--- src/sv/bcf_pkg.sv ---
// Package for the burst command framer: item codes, burst phases, status codes,
// register indexes, fixed constants and the captured input item type.
// No dependencies; burst_command_framer_core refers to it by scoped names.
package bcf_pkg;

    localparam logic [1:0] KIND_HEADER = 2'd0;
    localparam logic [1:0] KIND_DATA   = 2'd1;
    localparam logic [1:0] KIND_RX     = 2'd2;

    localparam logic [1:0] PH_IDLE  = 2'd0;
    localparam logic [1:0] PH_WRITE = 2'd1;
    localparam logic [1:0] PH_READ  = 2'd2;

    localparam logic [1:0] ST_OK         = 2'd0;
    localparam logic [1:0] ST_COUNT      = 2'd1;
    localparam logic [1:0] ST_UNEXPECTED = 2'd2;

    localparam logic [0:0] REG_SLAVE_SELECT = 1'b0;
    localparam logic [0:0] REG_WIDE_ADDRESS = 1'b1;

    // Bursts longer than this always get a long header.
    localparam int SHORT_WORDS = 8;

    // Most result beats one item can cause.
    localparam int RES_MAX   = 6;
    localparam int RES_IDX_W = $clog2(RES_MAX);

    localparam logic [31:0] SIGN_FILL = 32'hFF00_0000;

    typedef struct packed {
        logic [1:0]  kind;
        logic        read_request;
        logic [1:0]  word_size;
        logic [11:0] word_count;
        logic        auto_increment;
        logic        long_header;
        logic [23:0] start_address;
        logic        sign_extend;
        logic [31:0] data_word;
        logic [7:0]  rx_byte;
    } item_t;

endpackage

--- src/sv/bcf_in_if.sv ---
// Input channel of the burst command framer: valid/ready handshake and the
// fields of one input item. No dependencies.
interface bcf_in_if;

    logic        valid;
    logic        ready;
    logic [1:0]  kind;
    logic        read_request;
    logic [1:0]  word_size;
    logic [11:0] word_count;
    logic        auto_increment;
    logic        long_header;
    logic [23:0] start_address;
    logic        sign_extend;
    logic [31:0] data_word;
    logic [7:0]  rx_byte;

    modport source (
        output valid, kind, read_request, word_size, word_count, auto_increment,
               long_header, start_address, sign_extend, data_word, rx_byte,
        input  ready
    );

    modport sink (
        input  valid, kind, read_request, word_size, word_count, auto_increment,
               long_header, start_address, sign_extend, data_word, rx_byte,
        output ready
    );

endinterface

--- src/sv/bcf_out_if.sv ---
// Result channel of the burst command framer: valid/ready handshake and the
// fields of one result beat. No dependencies.
interface bcf_out_if;

    logic        valid;
    logic        ready;
    logic [7:0]  tx_byte;
    logic        tx_valid;
    logic [31:0] read_word;
    logic        read_valid;
    logic        last;
    logic [1:0]  status;

    modport source (
        output valid, tx_byte, tx_valid, read_word, read_valid, last, status,
        input  ready
    );

    modport sink (
        input  valid, tx_byte, tx_valid, read_word, read_valid, last, status,
        output ready
    );

endinterface

--- src/sv/burst_command_framer_core.sv ---
// Burst command framer: master side of a byte-link burst bus, with APB setup port.
// Depends on bcf_pkg and the channel interfaces bcf_in_if and bcf_out_if.
//
// An accepted item is captured in an input register, worked out combinationally and
// moved into a result buffer that sends one beat per cycle while result.ready is
// high; the next item is taken while the previous one's beats drain. A write data
// word gives word_size+1 beats (four for 32-bit words), a header two to six beats,
// a read byte that completes a word or an error one beat, and a read byte that
// completes no word is absorbed without a beat. The single result port, one beat
// per cycle while result.ready is high, sets the sustained rate; an item passes
// through the input register and the result buffer on its way to its first beat.
module burst_command_framer_core #(
    parameter int MAX_WORDS = 2048
) (
    input  logic        clk,
    input  logic        rst_n,
    input  logic        psel,
    input  logic        penable,
    input  logic        pwrite,
    input  logic [2:0]  paddr,
    input  logic [31:0] pwdata,
    output logic [31:0] prdata,
    output logic        pready,
    bcf_in_if.sink      item,
    bcf_out_if.source   result
);

    localparam int IW = bcf_pkg::RES_IDX_W;

    // Configuration registers
    logic [7:0] slave_select_reg;
    logic       wide_address_reg;
    logic       cfg_write;

    // Input register
    logic          item_valid_reg;
    bcf_pkg::item_t item_reg;

    // Burst state
    logic [1:0]  phase_reg, phase_next;
    logic [11:0] words_left_reg, words_left_next;
    logic [1:0]  size_reg, size_next;
    logic [1:0]  pos_reg, pos_next;
    logic [23:0] asm_reg, asm_next;
    logic        ext_reg, ext_next;

    // Header pieces
    logic [11:0] hdr_words;
    logic [11:0] hdr_c;
    logic        hdr_long;
    logic [7:0]  hdr_cand [bcf_pkg::RES_MAX];
    logic        hdr_en   [bcf_pkg::RES_MAX];
    logic [7:0]  hdr_bytes [bcf_pkg::RES_MAX];
    logic [IW-1:0] hdr_n;

    // Read assembly and word countdown
    logic [31:0] rx_shift;
    logic [31:0] rx_word;
    logic [11:0] wl_dec;
    logic [1:0]  phase_fin;

    // Results of the item in the input register
    logic [IW-1:0] res_cnt;
    logic [7:0]    res_bytes [bcf_pkg::RES_MAX];
    logic          res_tx;
    logic          res_rv;
    logic [31:0]   res_word;
    logic [1:0]    res_status;

    // Result buffer
    logic          buf_valid_reg;
    logic [IW-1:0] buf_idx_reg;
    logic [IW-1:0] buf_cnt_reg;
    logic [7:0]    buf_bytes_reg [bcf_pkg::RES_MAX];
    logic          buf_tx_reg;
    logic          buf_rv_reg;
    logic [31:0]   buf_word_reg;
    logic [1:0]    buf_status_reg;
    logic          buf_last;
    logic          buf_free;
    logic          advance;
    logic          load;

    // ------------------------------------------------------------------
    // Configuration port
    // ------------------------------------------------------------------
    assign pready    = 1'b1;
    assign cfg_write = psel && penable && pwrite && pready;

    always_ff @(posedge clk or negedge rst_n)
    begin
        if (!rst_n)
        begin
            slave_select_reg <= 8'h00;
            wide_address_reg <= 1'b0;
        end
        else if (cfg_write)
        begin
            case (paddr[2:2])
                bcf_pkg::REG_SLAVE_SELECT: slave_select_reg <= pwdata[7:0];
                bcf_pkg::REG_WIDE_ADDRESS: wide_address_reg <= pwdata[0];
                default: ;
            endcase
        end
    end

    always_comb
    begin
        case (paddr[2:2])
            bcf_pkg::REG_SLAVE_SELECT: prdata = {24'h000000, slave_select_reg};
            bcf_pkg::REG_WIDE_ADDRESS: prdata = {31'h00000000, wide_address_reg};
            default:                   prdata = 32'h00000000;
        endcase
    end

    // ------------------------------------------------------------------
    // Input register
    // ------------------------------------------------------------------
    assign item.ready = !item_valid_reg || advance;

    always_ff @(posedge clk or negedge rst_n)
    begin
        if (!rst_n)
        begin
            item_valid_reg <= 1'b0;
        end
        else if (item.valid && item.ready)
        begin
            item_valid_reg <= 1'b1;
        end
        else if (advance)
        begin
            item_valid_reg <= 1'b0;
        end
    end

    always_ff @(posedge clk)
    begin
        if (item.valid && item.ready)
        begin
            item_reg <= '{kind:           item.kind,
                          read_request:   item.read_request,
                          word_size:      item.word_size,
                          word_count:     item.word_count,
                          auto_increment: item.auto_increment,
                          long_header:    item.long_header,
                          start_address:  item.start_address,
                          sign_extend:    item.sign_extend,
                          data_word:      item.data_word,
                          rx_byte:        item.rx_byte};
        end
    end

    // ------------------------------------------------------------------
    // Header bytes
    // ------------------------------------------------------------------
    assign hdr_words = (item_reg.word_count == 12'd0) ? 12'(MAX_WORDS) : item_reg.word_count;
    assign hdr_c     = hdr_words - 12'd1;
    assign hdr_long  = item_reg.long_header || (hdr_words > 12'(bcf_pkg::SHORT_WORDS));

    always_comb
    begin
        hdr_cand[0] = slave_select_reg;
        hdr_en[0]   = (slave_select_reg != 8'h00);
        hdr_cand[1] = {hdr_long, item_reg.auto_increment, hdr_c[2:0],
                       item_reg.word_size, item_reg.read_request};
        hdr_en[1]   = 1'b1;
        hdr_cand[2] = hdr_c[10:3];
        hdr_en[2]   = hdr_long;
        hdr_cand[3] = item_reg.start_address[7:0];
        hdr_en[3]   = 1'b1;
        hdr_cand[4] = item_reg.start_address[15:8];
        hdr_en[4]   = hdr_long;
        hdr_cand[5] = item_reg.start_address[23:16];
        hdr_en[5]   = hdr_long && wide_address_reg;
    end

    // Pack the enabled header bytes into consecutive beats.
    always_comb
    begin
        hdr_bytes = '{default: 8'h00};
        hdr_n     = '0;
        for (int i = 0; i < bcf_pkg::RES_MAX; i++)
        begin
            if (hdr_en[i])
            begin
                hdr_bytes[hdr_n] = hdr_cand[i];
                hdr_n            = hdr_n + IW'(1);
            end
        end
    end

    // ------------------------------------------------------------------
    // Read word assembly and word countdown
    // ------------------------------------------------------------------
    assign rx_shift = {24'h000000, item_reg.rx_byte} << {pos_reg, 3'b000};

    always_comb
    begin
        rx_word = {8'h00, asm_reg} | rx_shift;
        if (ext_reg && rx_word[23])
        begin
            rx_word = rx_word | bcf_pkg::SIGN_FILL;
        end
    end

    assign wl_dec    = (words_left_reg != 12'd0) ? words_left_reg - 12'd1 : words_left_reg;
    assign phase_fin = (wl_dec == 12'd0) ? bcf_pkg::PH_IDLE : phase_reg;

    // ------------------------------------------------------------------
    // Item processing
    // ------------------------------------------------------------------
    always_comb
    begin
        res_cnt          = '0;
        res_bytes        = '{default: 8'h00};
        res_tx           = 1'b0;
        res_rv           = 1'b0;
        res_word         = 32'h00000000;
        res_status       = bcf_pkg::ST_OK;
        phase_next       = phase_reg;
        words_left_next  = words_left_reg;
        size_next        = size_reg;
        pos_next         = pos_reg;
        asm_next         = asm_reg;
        ext_next         = ext_reg;

        case (item_reg.kind)
            bcf_pkg::KIND_HEADER:
            begin
                if (phase_reg != bcf_pkg::PH_IDLE)
                begin
                    res_cnt    = IW'(1);
                    res_status = bcf_pkg::ST_UNEXPECTED;
                end
                else if (item_reg.word_count > 12'(MAX_WORDS))
                begin
                    res_cnt    = IW'(1);
                    res_status = bcf_pkg::ST_COUNT;
                end
                else
                begin
                    res_cnt         = hdr_n;
                    res_bytes       = hdr_bytes;
                    res_tx          = 1'b1;
                    phase_next      = item_reg.read_request ? bcf_pkg::PH_READ
                                                            : bcf_pkg::PH_WRITE;
                    words_left_next = hdr_words;
                    size_next       = item_reg.word_size;
                    pos_next        = 2'd0;
                    asm_next        = 24'h000000;
                    ext_next        = item_reg.sign_extend && (item_reg.word_size == 2'd2);
                end
            end
            bcf_pkg::KIND_DATA:
            begin
                if (phase_reg != bcf_pkg::PH_WRITE)
                begin
                    res_cnt    = IW'(1);
                    res_status = bcf_pkg::ST_UNEXPECTED;
                end
                else
                begin
                    res_cnt         = IW'(size_reg) + IW'(1);
                    res_bytes[0]    = item_reg.data_word[7:0];
                    res_bytes[1]    = item_reg.data_word[15:8];
                    res_bytes[2]    = item_reg.data_word[23:16];
                    res_bytes[3]    = item_reg.data_word[31:24];
                    res_tx          = 1'b1;
                    words_left_next = wl_dec;
                    phase_next      = phase_fin;
                end
            end
            bcf_pkg::KIND_RX:
            begin
                if (phase_reg != bcf_pkg::PH_READ)
                begin
                    res_cnt    = IW'(1);
                    res_status = bcf_pkg::ST_UNEXPECTED;
                end
                else if (pos_reg >= size_reg)
                begin
                    res_cnt         = IW'(1);
                    res_rv          = 1'b1;
                    res_word        = rx_word;
                    pos_next        = 2'd0;
                    asm_next        = 24'h000000;
                    words_left_next = wl_dec;
                    phase_next      = phase_fin;
                end
                else
                begin
                    // Partial word: absorb the byte, no beat.
                    asm_next = asm_reg | rx_shift[23:0];
                    pos_next = pos_reg + 2'd1;
                end
            end
            default:
            begin
                res_cnt    = IW'(1);
                res_status = bcf_pkg::ST_UNEXPECTED;
            end
        endcase
    end

    // An item leaves the input register when it has no beats or the buffer
    // is free (or frees up at this edge).
    assign buf_last = (buf_idx_reg == buf_cnt_reg - IW'(1));
    assign buf_free = !buf_valid_reg || (result.ready && buf_last);
    assign advance  = item_valid_reg && ((res_cnt == '0) || buf_free);
    assign load     = advance && (res_cnt != '0);

    always_ff @(posedge clk or negedge rst_n)
    begin
        if (!rst_n)
        begin
            phase_reg      <= bcf_pkg::PH_IDLE;
            words_left_reg <= 12'd0;
            size_reg       <= 2'd0;
            pos_reg        <= 2'd0;
            asm_reg        <= 24'h000000;
            ext_reg        <= 1'b0;
        end
        else if (advance)
        begin
            phase_reg      <= phase_next;
            words_left_reg <= words_left_next;
            size_reg       <= size_next;
            pos_reg        <= pos_next;
            asm_reg        <= asm_next;
            ext_reg        <= ext_next;
        end
    end

    // ------------------------------------------------------------------
    // Result buffer
    // ------------------------------------------------------------------
    always_ff @(posedge clk or negedge rst_n)
    begin
        if (!rst_n)
        begin
            buf_valid_reg <= 1'b0;
            buf_idx_reg   <= '0;
            buf_cnt_reg   <= IW'(1);
        end
        else if (load)
        begin
            buf_valid_reg <= 1'b1;
            buf_idx_reg   <= '0;
            buf_cnt_reg   <= res_cnt;
        end
        else if (buf_valid_reg && result.ready)
        begin
            if (buf_last)
            begin
                buf_valid_reg <= 1'b0;
            end
            else
            begin
                buf_idx_reg <= buf_idx_reg + IW'(1);
            end
        end
    end

    always_ff @(posedge clk)
    begin
        if (load)
        begin
            buf_bytes_reg  <= res_bytes;
            buf_tx_reg     <= res_tx;
            buf_rv_reg     <= res_rv;
            buf_word_reg   <= res_word;
            buf_status_reg <= res_status;
        end
    end

    assign result.valid      = buf_valid_reg;
    assign result.tx_byte    = buf_tx_reg ? buf_bytes_reg[buf_idx_reg] : 8'h00;
    assign result.tx_valid   = buf_tx_reg;
    assign result.read_word  = buf_word_reg;
    assign result.read_valid = buf_rv_reg;
    assign result.last       = buf_last;
    assign result.status     = buf_status_reg;

`ifndef ASSERT_OFF
    a_buf_index_in_range: assert property (@(posedge clk) disable iff (!rst_n)
        buf_valid_reg |-> (buf_idx_reg < buf_cnt_reg))
        else $error("result buffer index beyond its beat count");

    a_idle_iff_no_words: assert property (@(posedge clk) disable iff (!rst_n)
        (phase_reg == bcf_pkg::PH_IDLE) == (words_left_reg == 12'd0))
        else $error("burst phase and remaining word count disagree");

    a_read_position: assert property (@(posedge clk) disable iff (!rst_n)
        (phase_reg == bcf_pkg::PH_READ) |-> (pos_reg <= size_reg))
        else $error("read byte position passed the word size");

    a_error_beat_alone: assert property (@(posedge clk) disable iff (!rst_n)
        (result.valid && (result.status != bcf_pkg::ST_OK))
            |-> (result.last && !result.tx_valid && !result.read_valid))
        else $error("error beat carries data or is not the last beat");
`endif

endmodule
--- src/flat_wrapper.sv ---
// flat-port wrapper written by rule: the top's interface ports become plain ports
module burst_command_framer_core_flat 
#(
    parameter int MAX_WORDS = 2048
)
  (clk, rst_n, psel, penable, pwrite, paddr, pwdata, prdata, pready, item_valid, item_kind, item_read_request, item_word_size, item_word_count, item_auto_increment, item_long_header, item_start_address, item_sign_extend, item_data_word, item_rx_byte, item_ready, result_valid, result_tx_byte, result_tx_valid, result_read_word, result_read_valid, result_last, result_status, result_ready);
  bcf_in_if item_i ();
  bcf_out_if result_i ();
  input  logic clk;
  input  logic rst_n;
  input  logic psel;
  input  logic penable;
  input  logic pwrite;
  input  logic [2:0] paddr;
  input  logic [31:0] pwdata;
  output logic [31:0] prdata;
  output logic pready;
  input wire logic [$bits(item_i.valid)-1:0] item_valid;
  input wire logic [$bits(item_i.kind)-1:0] item_kind;
  input wire logic [$bits(item_i.read_request)-1:0] item_read_request;
  input wire logic [$bits(item_i.word_size)-1:0] item_word_size;
  input wire logic [$bits(item_i.word_count)-1:0] item_word_count;
  input wire logic [$bits(item_i.auto_increment)-1:0] item_auto_increment;
  input wire logic [$bits(item_i.long_header)-1:0] item_long_header;
  input wire logic [$bits(item_i.start_address)-1:0] item_start_address;
  input wire logic [$bits(item_i.sign_extend)-1:0] item_sign_extend;
  input wire logic [$bits(item_i.data_word)-1:0] item_data_word;
  input wire logic [$bits(item_i.rx_byte)-1:0] item_rx_byte;
  output wire logic [$bits(item_i.ready)-1:0] item_ready;
  output wire logic [$bits(result_i.valid)-1:0] result_valid;
  output wire logic [$bits(result_i.tx_byte)-1:0] result_tx_byte;
  output wire logic [$bits(result_i.tx_valid)-1:0] result_tx_valid;
  output wire logic [$bits(result_i.read_word)-1:0] result_read_word;
  output wire logic [$bits(result_i.read_valid)-1:0] result_read_valid;
  output wire logic [$bits(result_i.last)-1:0] result_last;
  output wire logic [$bits(result_i.status)-1:0] result_status;
  input wire logic [$bits(result_i.ready)-1:0] result_ready;
  assign item_i.valid = item_valid;
  assign item_i.kind = item_kind;
  assign item_i.read_request = item_read_request;
  assign item_i.word_size = item_word_size;
  assign item_i.word_count = item_word_count;
  assign item_i.auto_increment = item_auto_increment;
  assign item_i.long_header = item_long_header;
  assign item_i.start_address = item_start_address;
  assign item_i.sign_extend = item_sign_extend;
  assign item_i.data_word = item_data_word;
  assign item_i.rx_byte = item_rx_byte;
  assign item_ready = item_i.ready;
  assign result_valid = result_i.valid;
  assign result_tx_byte = result_i.tx_byte;
  assign result_tx_valid = result_i.tx_valid;
  assign result_read_word = result_i.read_word;
  assign result_read_valid = result_i.read_valid;
  assign result_last = result_i.last;
  assign result_status = result_i.status;
  assign result_i.ready = result_ready;
  burst_command_framer_core #(.MAX_WORDS(MAX_WORDS)) u_core (.clk(clk), .rst_n(rst_n), .psel(psel), .penable(penable), .pwrite(pwrite), .paddr(paddr), .pwdata(pwdata), .prdata(prdata), .pready(pready), .item(item_i), .result(result_i));
endmodule
--- config.mk ---
export PLATFORM = sky130hd
export DESIGN_NAME = burst_command_framer_core_flat
export DESIGN_NICKNAME = d
export VERILOG_FILES = /design/src/sv/bcf_pkg.sv /design/src/sv/bcf_in_if.sv /design/src/sv/bcf_out_if.sv /design/src/sv/burst_command_framer_core.sv /design/src/flat_wrapper.sv
export SDC_FILE = /design/constraint.sdc
export NUM_CORES = 1
export LEC_CHECK = 0
export BUFFER_PORTS_ARGS = -buffer_cell sky130_fd_sc_hd__buf_2
export CELL_PAD_IN_SITES_DETAIL_PLACEMENT = 1
export CELL_PAD_IN_SITES_GLOBAL_PLACEMENT = 2
export CORE_MARGIN = 2
export CORE_UTILIZATION = 38
export CTS_BUF_LIST = sky130_fd_sc_hd__clkbuf_2 sky130_fd_sc_hd__clkbuf_4 sky130_fd_sc_hd__clkbuf_8
export DETAILED_ROUTE_END_ITERATION = 7
export GPL_ROUTABILITY_DRIVEN = 0
export PLACE_DENSITY_LB_ADDON = 0.15
export SKIP_CTS_REPAIR_TIMING = 1
export SLEW_MARGIN = 20
export SYNTH_ARGS = -nofsm -noshare
export SYNTH_HDL_FRONTEND = slang
export SYNTH_SLANG_ARGS = --single-unit
export TNS_END_PERCENT = 5
--- constraint.sdc ---
create_clock -name clk -period 9.5 [get_ports clk]
set_input_delay 0.95 -clock clk [delete_from_list [all_inputs] [get_ports clk]]
set_output_delay 0.95 -clock clk [all_outputs]
set_load 0.05 [all_outputs]
======== Word-level counts from Yosys, hierarchy flattened ========
Index checks and enable logic that the tools add are counted.
word-level totals
  register bits ........................... 228
  output and inout port bits .............. 80
  bits of input ports ..................... 126
  logic and storage cells ................. 211
cells by class
  equality and inequality tests ........... 12
  reductions and logical operators ........ 44
  add/sub/neg operators ................... 11
  mux-type cells .......................... 83
  order comparisons ....................... 14
  shifts and indexed selects .............. 1
  bitwise logic cells ..................... 14
operators with widths
  operator                                                                          number
  48-bit bitwise mux                                                                5
  48-bit two-way mux                                                                5
  32-bit case mux with 2 select lines                                               2
  8-bit demux with 3-bit select                                                     5
  24-bit two-way mux                                                                4
  12-bit two-way mux                                                                7
  8-bit two-way mux                                                                 9
  32-bit two-way mux                                                                2
  24-bit case mux with 2 select lines                                               1
  12-bit case mux with 3 select lines                                               1
  24-bit by 32-bit OR with 32-bit output                                            1
  8-bit by 5-bit left shift with 32-bit output                                      1
  3-bit two-way mux                                                                 10
  2-bit two-way mux                                                                 14
  8-bit binary-select mux with 3-bit select                                         1
  4-bit greater-or-equal comparator, second input constant                          6
  12-bit zero test                                                                  2
  24-bit OR                                                                         1
  4-bit by 1-bit less-than comparator with 1-bit output, second input constant      5
  3-bit NOT with 4-bit output                                                       5
  3-bit by 1-bit adder with 3-bit output, second input constant                     5
  1-bit logical AND                                                                 15
  12-bit greater-than comparator, second input constant                             1
  12-bit by 4-bit greater-than comparator with 1-bit output, second input constant  1
  other kinds (33)                                                                  70

======== Longest topological paths before layout ========
  depth after elaboration ................. 19
  mapped depth ............................ 17
  depth with buffers taken out ............ 14

======== Worst setup path after synthesis ========
Ideal clock, no wire load.
  path kind ............................... reg-to-reg
  start point ............................. reg u_core.item_reg[67] (netlist name)
  end point ............................... reg u_core.buf_valid_reg (netlist: u_core.result.valid)
  path buffers ............................ 3
  slack ................................... 1,322 ps
  required time ........................... 9,409 ps
  setup time .............................. 91 ps
  stages on the path, launching flop included .. 16
  arrival time ............................ 8,087 ps
  clock period less this slack ............ 8,178 ps
  cells stage by stage .................... edfxtp_1 > inv_1 > ha_1 > nor3b_1 > a2111oi_1 > nand2_1 > clkbuf_1 > clkbuf_1 > ha_1 > clkbuf_1 > nand2_1 > nor3_1 > nor4_4 > and2_1 > a21oi_1 > or2_2
between the ends
  word-level cells in the longest chain between the ends .. 19
  elaborated cells between the ends (all ways) .. 24
  classes of those cells .................. add/sub (3); order compare (2); mux (8); reduce/logical (11)
ends and longest elaborated chain
  what                                                       RTL line                          RTL
  start: declaration                                         burst_command_framer_core.sv:37   bcf_pkg::item_t item_reg;
  start signal: assignment                                   burst_command_framer_core.sv:141  item_reg <= '{kind: item.kind,
  12-bit zero test                                           burst_command_framer_core.sv:157  assign hdr_words = (item_reg.word_count == 12'd0) ? 12'(MAX_WORDS) : item_reg.word_count;
  12-bit two-way mux                                         burst_command_framer_core.sv:157
  12-bit by 4-bit greater-than comparator with 1-bit output  burst_command_framer_core.sv:159  assign hdr_long = item_reg.long_header || (hdr_words > 12'(bcf_pkg::SHORT_WORDS));
  1-bit logical OR                                           burst_command_framer_core.sv:159
  3-bit two-way mux                                          burst_command_framer_core.sv:185  if (hdr_en[i])
  3-bit by 1-bit adder with 3-bit output (2 in series)       burst_command_framer_core.sv:188  hdr_n = hdr_n + IW'(1);
  3-bit two-way mux                                          burst_command_framer_core.sv:185
  3-bit by 1-bit adder with 3-bit output                     burst_command_framer_core.sv:188
  [3 not listed]                                             --
  3-bit case mux with 3 select lines *                       burst_command_framer_core.sv:228  case (item_reg.kind)
  3-bit zero test                                            burst_command_framer_core.sv:310  assign advance = item_valid_reg && ((res_cnt == '0) || buf_free);
  1-bit logical OR                                           burst_command_framer_core.sv:310
  1-bit logical AND                                          burst_command_framer_core.sv:310
  1-bit logical AND *                                        burst_command_framer_core.sv:311  assign load = advance && (res_cnt != '0);
  named net u_core.load                                      burst_command_framer_core.sv:82   logic load;
  2-bit nonzero test (no line)                               --
  2-bit AND reduction (no line)                              --
  end signal: assignment                                     burst_command_framer_core.sv:342  buf_valid_reg <= 1'b0;
  end signal: assignment                                     burst_command_framer_core.sv:348  buf_valid_reg <= 1'b1;
  end signal: assignment                                     burst_command_framer_core.sv:356  buf_valid_reg <= 1'b0;
  end: declaration                                           burst_command_framer_core.sv:71   logic buf_valid_reg;
Mark *: on every way through the listed nets, which the timed path passes. The rest lies on a longest branch.
A chain may end at the register's enable or synchronous reset.

======== Worst setup path after layout ========
  start point ............................. reg u_core.item_reg[67] (netlist name)
  end point ............................... out item_ready
between the ends
  word-level cells in the longest chain between the ends .. 17
  elaborated cells between the ends (all ways) .. 19
  classes of those cells .................. add/sub (3); order compare (2); mux (7); reduce/logical (7)
ends and longest elaborated chain
  what                                                       RTL line                          RTL
  12-bit zero test                                           burst_command_framer_core.sv:157
  12-bit two-way mux                                         burst_command_framer_core.sv:157
  12-bit by 4-bit greater-than comparator with 1-bit output  burst_command_framer_core.sv:159
  1-bit logical OR                                           burst_command_framer_core.sv:159
  3-bit two-way mux                                          burst_command_framer_core.sv:185
  3-bit by 1-bit adder with 3-bit output (2 in series)       burst_command_framer_core.sv:188
  3-bit two-way mux                                          burst_command_framer_core.sv:185
  3-bit by 1-bit adder with 3-bit output                     burst_command_framer_core.sv:188
  3-bit two-way mux                                          burst_command_framer_core.sv:185
  3-bit two-way mux *                                        burst_command_framer_core.sv:236  else if (item_reg.word_count > 12'(MAX_WORDS))
  3-bit two-way mux *                                        burst_command_framer_core.sv:231  if (phase_reg != bcf_pkg::PH_IDLE)
  3-bit case mux with 3 select lines *                       burst_command_framer_core.sv:228
  3-bit zero test *                                          burst_command_framer_core.sv:310
  1-bit logical OR *                                         burst_command_framer_core.sv:310
  1-bit logical AND *                                        burst_command_framer_core.sv:310
  1-bit logical OR *                                         burst_command_framer_core.sv:119  assign item.ready = !item_valid_reg || advance;
  end: declaration                                           flat_wrapper.sv:29                output wire logic [$bits(item_i.ready)-1:0] item_ready;
Every way passes the cells marked *; elsewhere a longest branch is shown, timed or not.

==> results.sh <==
export IMPL_ys_seq_elements=228
export IMPL_drt_iter0_drc=482
export IMPL_place_hpwl_um=23200
export IMPL_synth_adder_area_share=0.0209
export IMPL_synthMuxAreaShare=0.0486
export IMPL_portBuffers=154
export IMPL_core_area_sq_um=29600
export IMPL_clk_pin_slew_ns=0.05
export IMPL_fillerInstances=3284
export IMPL_hold_viol=0
export IMPL_startpoint_type="flop"
export IMPL_largest_reg_flops=56
export IMPL_synthTopCellsByCount="edfxtp_1, nor2_1, nand2_1"
export IMPL_power_share_sequential=0.410
export IMPL_die_w_um=177
export IMPL_routedWlPerCell_um=20.9
export IMPL_skew_ns=0.0204
export IMPL_seq_area_sq_um=6550
export IMPL_p_switching_mw=1.77
export IMPL_syn_area_sq_um=11400
export IMPL_dr_pass1_iters=4
export IMPL_hp_class="reg -> reg"
export IMPL_cts_root_buffer="clkbuf_8"
export IMPL_wl_um=33100
export IMPL_synth_top_area_share=0.443
export IMPL_ys_flop_type="edfxtp_1"
export IMPL_yosysTopAreaCell="edfxtp_1"
export IMPL_hold_start="u_core.asm_reg[20]"
export IMPL_cp_required_ns=8.55
export IMPL_multi_input_area_sq_um=4340
export IMPL_setup_ws_ns=3.54
export IMPL_fp_dieH_um=177
export IMPL_antenna_found_initial=1
export IMPL_cap_viol_max_count=0
export IMPL_crit_start="u_core.item_reg[67]"
export IMPL_synth_compound_area_share=0.148
export IMPL_finalMaxSlewViolations=0
export IMPL_critPathMaxFanout=30
export IMPL_cellPowerDensity_nw_per_um2=322
export IMPL_outcome="complete, no violations"
export IMPL_num_antenna_cells=0
export IMPL_grt_pass1_wl_um=51200
export IMPL_synthToLayoutAreaGrowth_pct=16.1
export IMPL_clkLatencyLatePin_ns=0.56
export IMPL_endpoint_kind="output pin"
export IMPL_place_area_sq_um=12400
export IMPL_design_area_sq_um=13200
export IMPL_synth_simple_area_share=0.143
export IMPL_finalSetupViolCount=0
export IMPL_cts_buffer_depth=3
export IMPL_intPower_mw=2.48
export IMPL_start_util=0.386
export IMPL_overflow=0
export IMPL_grt_max_degree=76
export IMPL_io_pins=206
export IMPL_dieArea_sq_um=31400
export IMPL_synth_xor_area_frac=0.0113
export IMPL_num_rows=63
export IMPL_grt_pass1_vias=8710
export IMPL_yosys_warnings=0
export IMPL_period_minus_slack_ns=5.96
export IMPL_switching_share=0.417
export IMPL_setup_worst_path_class="reg -> out"
export IMPL_synth_seq_area_share=0.575
export IMPL_synth_edf_count=168
export IMPL_clkPwrFrac=0.226
export IMPL_nets=1308
export IMPL_ys_types=78
export IMPL_slew_headroom=0.326
export IMPL_worst_slew_pin_slew_ns=1.01
export IMPL_viasPerCell=5.42
export IMPL_synth_area_leaders="edfxtp_1, dfrtp_1, nor2_1"
export IMPL_cts_buffers=42
export IMPL_htreeDepth=2
export IMPL_vias=8589
export IMPL_fmax_ghz=0.168
export IMPL_arrival_ns=5.01
export IMPL_async_flop_share=0.263
export IMPL_placed_cells=1509
export IMPL_tritoncts="yes"
export IMPL_layout_drive_gt1_share=0.241
export IMPL_drcViolationCount=0
export IMPL_min_period_over_period=0.628
export IMPL_rsz0062_at_grt="false"
export IMPL_rr_startpoint="u_core.item_reg[67]"
export IMPL_ant_nets=0
export IMPL_syn_inst=1019
export IMPL_place_ws_ns=3.72
export IMPL_power_leakage_nw=5.22
export IMPL_synth_top_family_by_area="compound AO/OA/AOI/OAI gates"
export IMPL_clkSinkCount=228
export IMPL_fin_util=0.447
export IMPL_synth_most_common_cell="edfxtp_1"
export IMPL_syn_area_per_cell_sq_um=11.2
export IMPL_vdd_drop_max_mv=0.127
export IMPL_comb_power_share=0.364
export IMPL_fin_cells=1585
export IMPL_grt_use_total=0.212
export IMPL_setup_tns_ns=0
## through the flow
| step | hold WS (ns) | total power, mW |
|---|---|---|
| global placement | 0.476 | 3.29 |
| floorplan | 0.463 | 2.89 |
| CTS | 0.497 | 4.31 |
| detailed placement | 0.485 | 3.33 |
| finish | 0.491 | 4.26 |
| global route | 0.532 | 4.51 |
## final timing paths
check	to	slack, ns	depth (start not counted)
setup / recovery	item_ready	3.54	14
hold / removal	u_core.asm_reg[20]	0.49	2
setup reg to reg	u_core.hdr_cand[11]	3.75	15
hold reg to reg	u_core.asm_reg[20]	0.49	2
max in group asynchronous	u_core.asm_reg[8]	8.34	2
min in group asynchronous	u_core.slave_select_reg[6]	0.56	2
## layer usage
layer	part of all wire	wire length [um]	global-route usage	vias to the layer above
met4	0.014	468	0.0444	0
met5	0	0	0	-
li1	-	-	-	4039
met1	0.49	16000	0.309	4276
met3	0.057	1890	0.0417	35
met2	0.44	14700	0.328	239
## cell families (layout without fill, tap and decap cells)
kind of cell / count (synthesis) / count (layout)
buffers and inverters: 125 / 278
flip-flops: 228 / 228
adder cells (fa/ha/maj): 19 / 19
AND/OR/NAND/NOR: 329 / 329
multiplexers: 43 / 43
other: 2 / 25
XOR/XNOR: 13 / 13
AO/OA/AOI/OAI: 260 / 260
## final cells by class
type | count | area share
timing repair buffer | 167 | 0.0657
multi-input combinational | 689 | 0.328
tap | 390 | 0.0369
inverter | 35 | 0.00993
clock buffer | 64 | 0.0576
clock inverter | 12 | 0.00672
sequential | 228 | 0.495
## cells in the final DEF (no fill, tap or decap), drive strengths merged, types with 12 or more instances in the layout
cell type,count
dfrtp,59
conb,25
clkbuf,64
nor2,123
and2,12
mux2i,19
mux2,16
o22ai,13
edfxtp,168
o21ai,56
buf,167
nand2,79
clkinv,12
nand3,17
a31oi,32
a22oi,12
inv,34
a21oi,73
nand4,19
ha,19
nor3,14
a22o,15
## critical path, stage by stage (launching register included)
cell,delay [ns]
edfxtp_1,0.40
inv_1,0.08
ha_1,0.20
nor3b_1,0.16
a2111oi_1,0.41
buf_4,0.21
nand2_1,0.05
buf_4,0.25
ha_1,0.57
a32oi_1,0.27
o21ai_0,0.25
nor4_4,0.38
a31o_2,0.69
nand2b_1,0.23
buf_2,0.29
## power by group through the flow
stage	Sequential (mW)	Combinational (mW)	Clock, mW
after floorplan	1.93	0.966	0
after global placement	1.75	1.54	0
after detailed placement	1.76	1.56	0
after CTS	1.75	1.57	0.992
after global routing	1.78	1.69	1.04
final	1.74	1.55	0.961
Power figures use the tool's default switching activity.
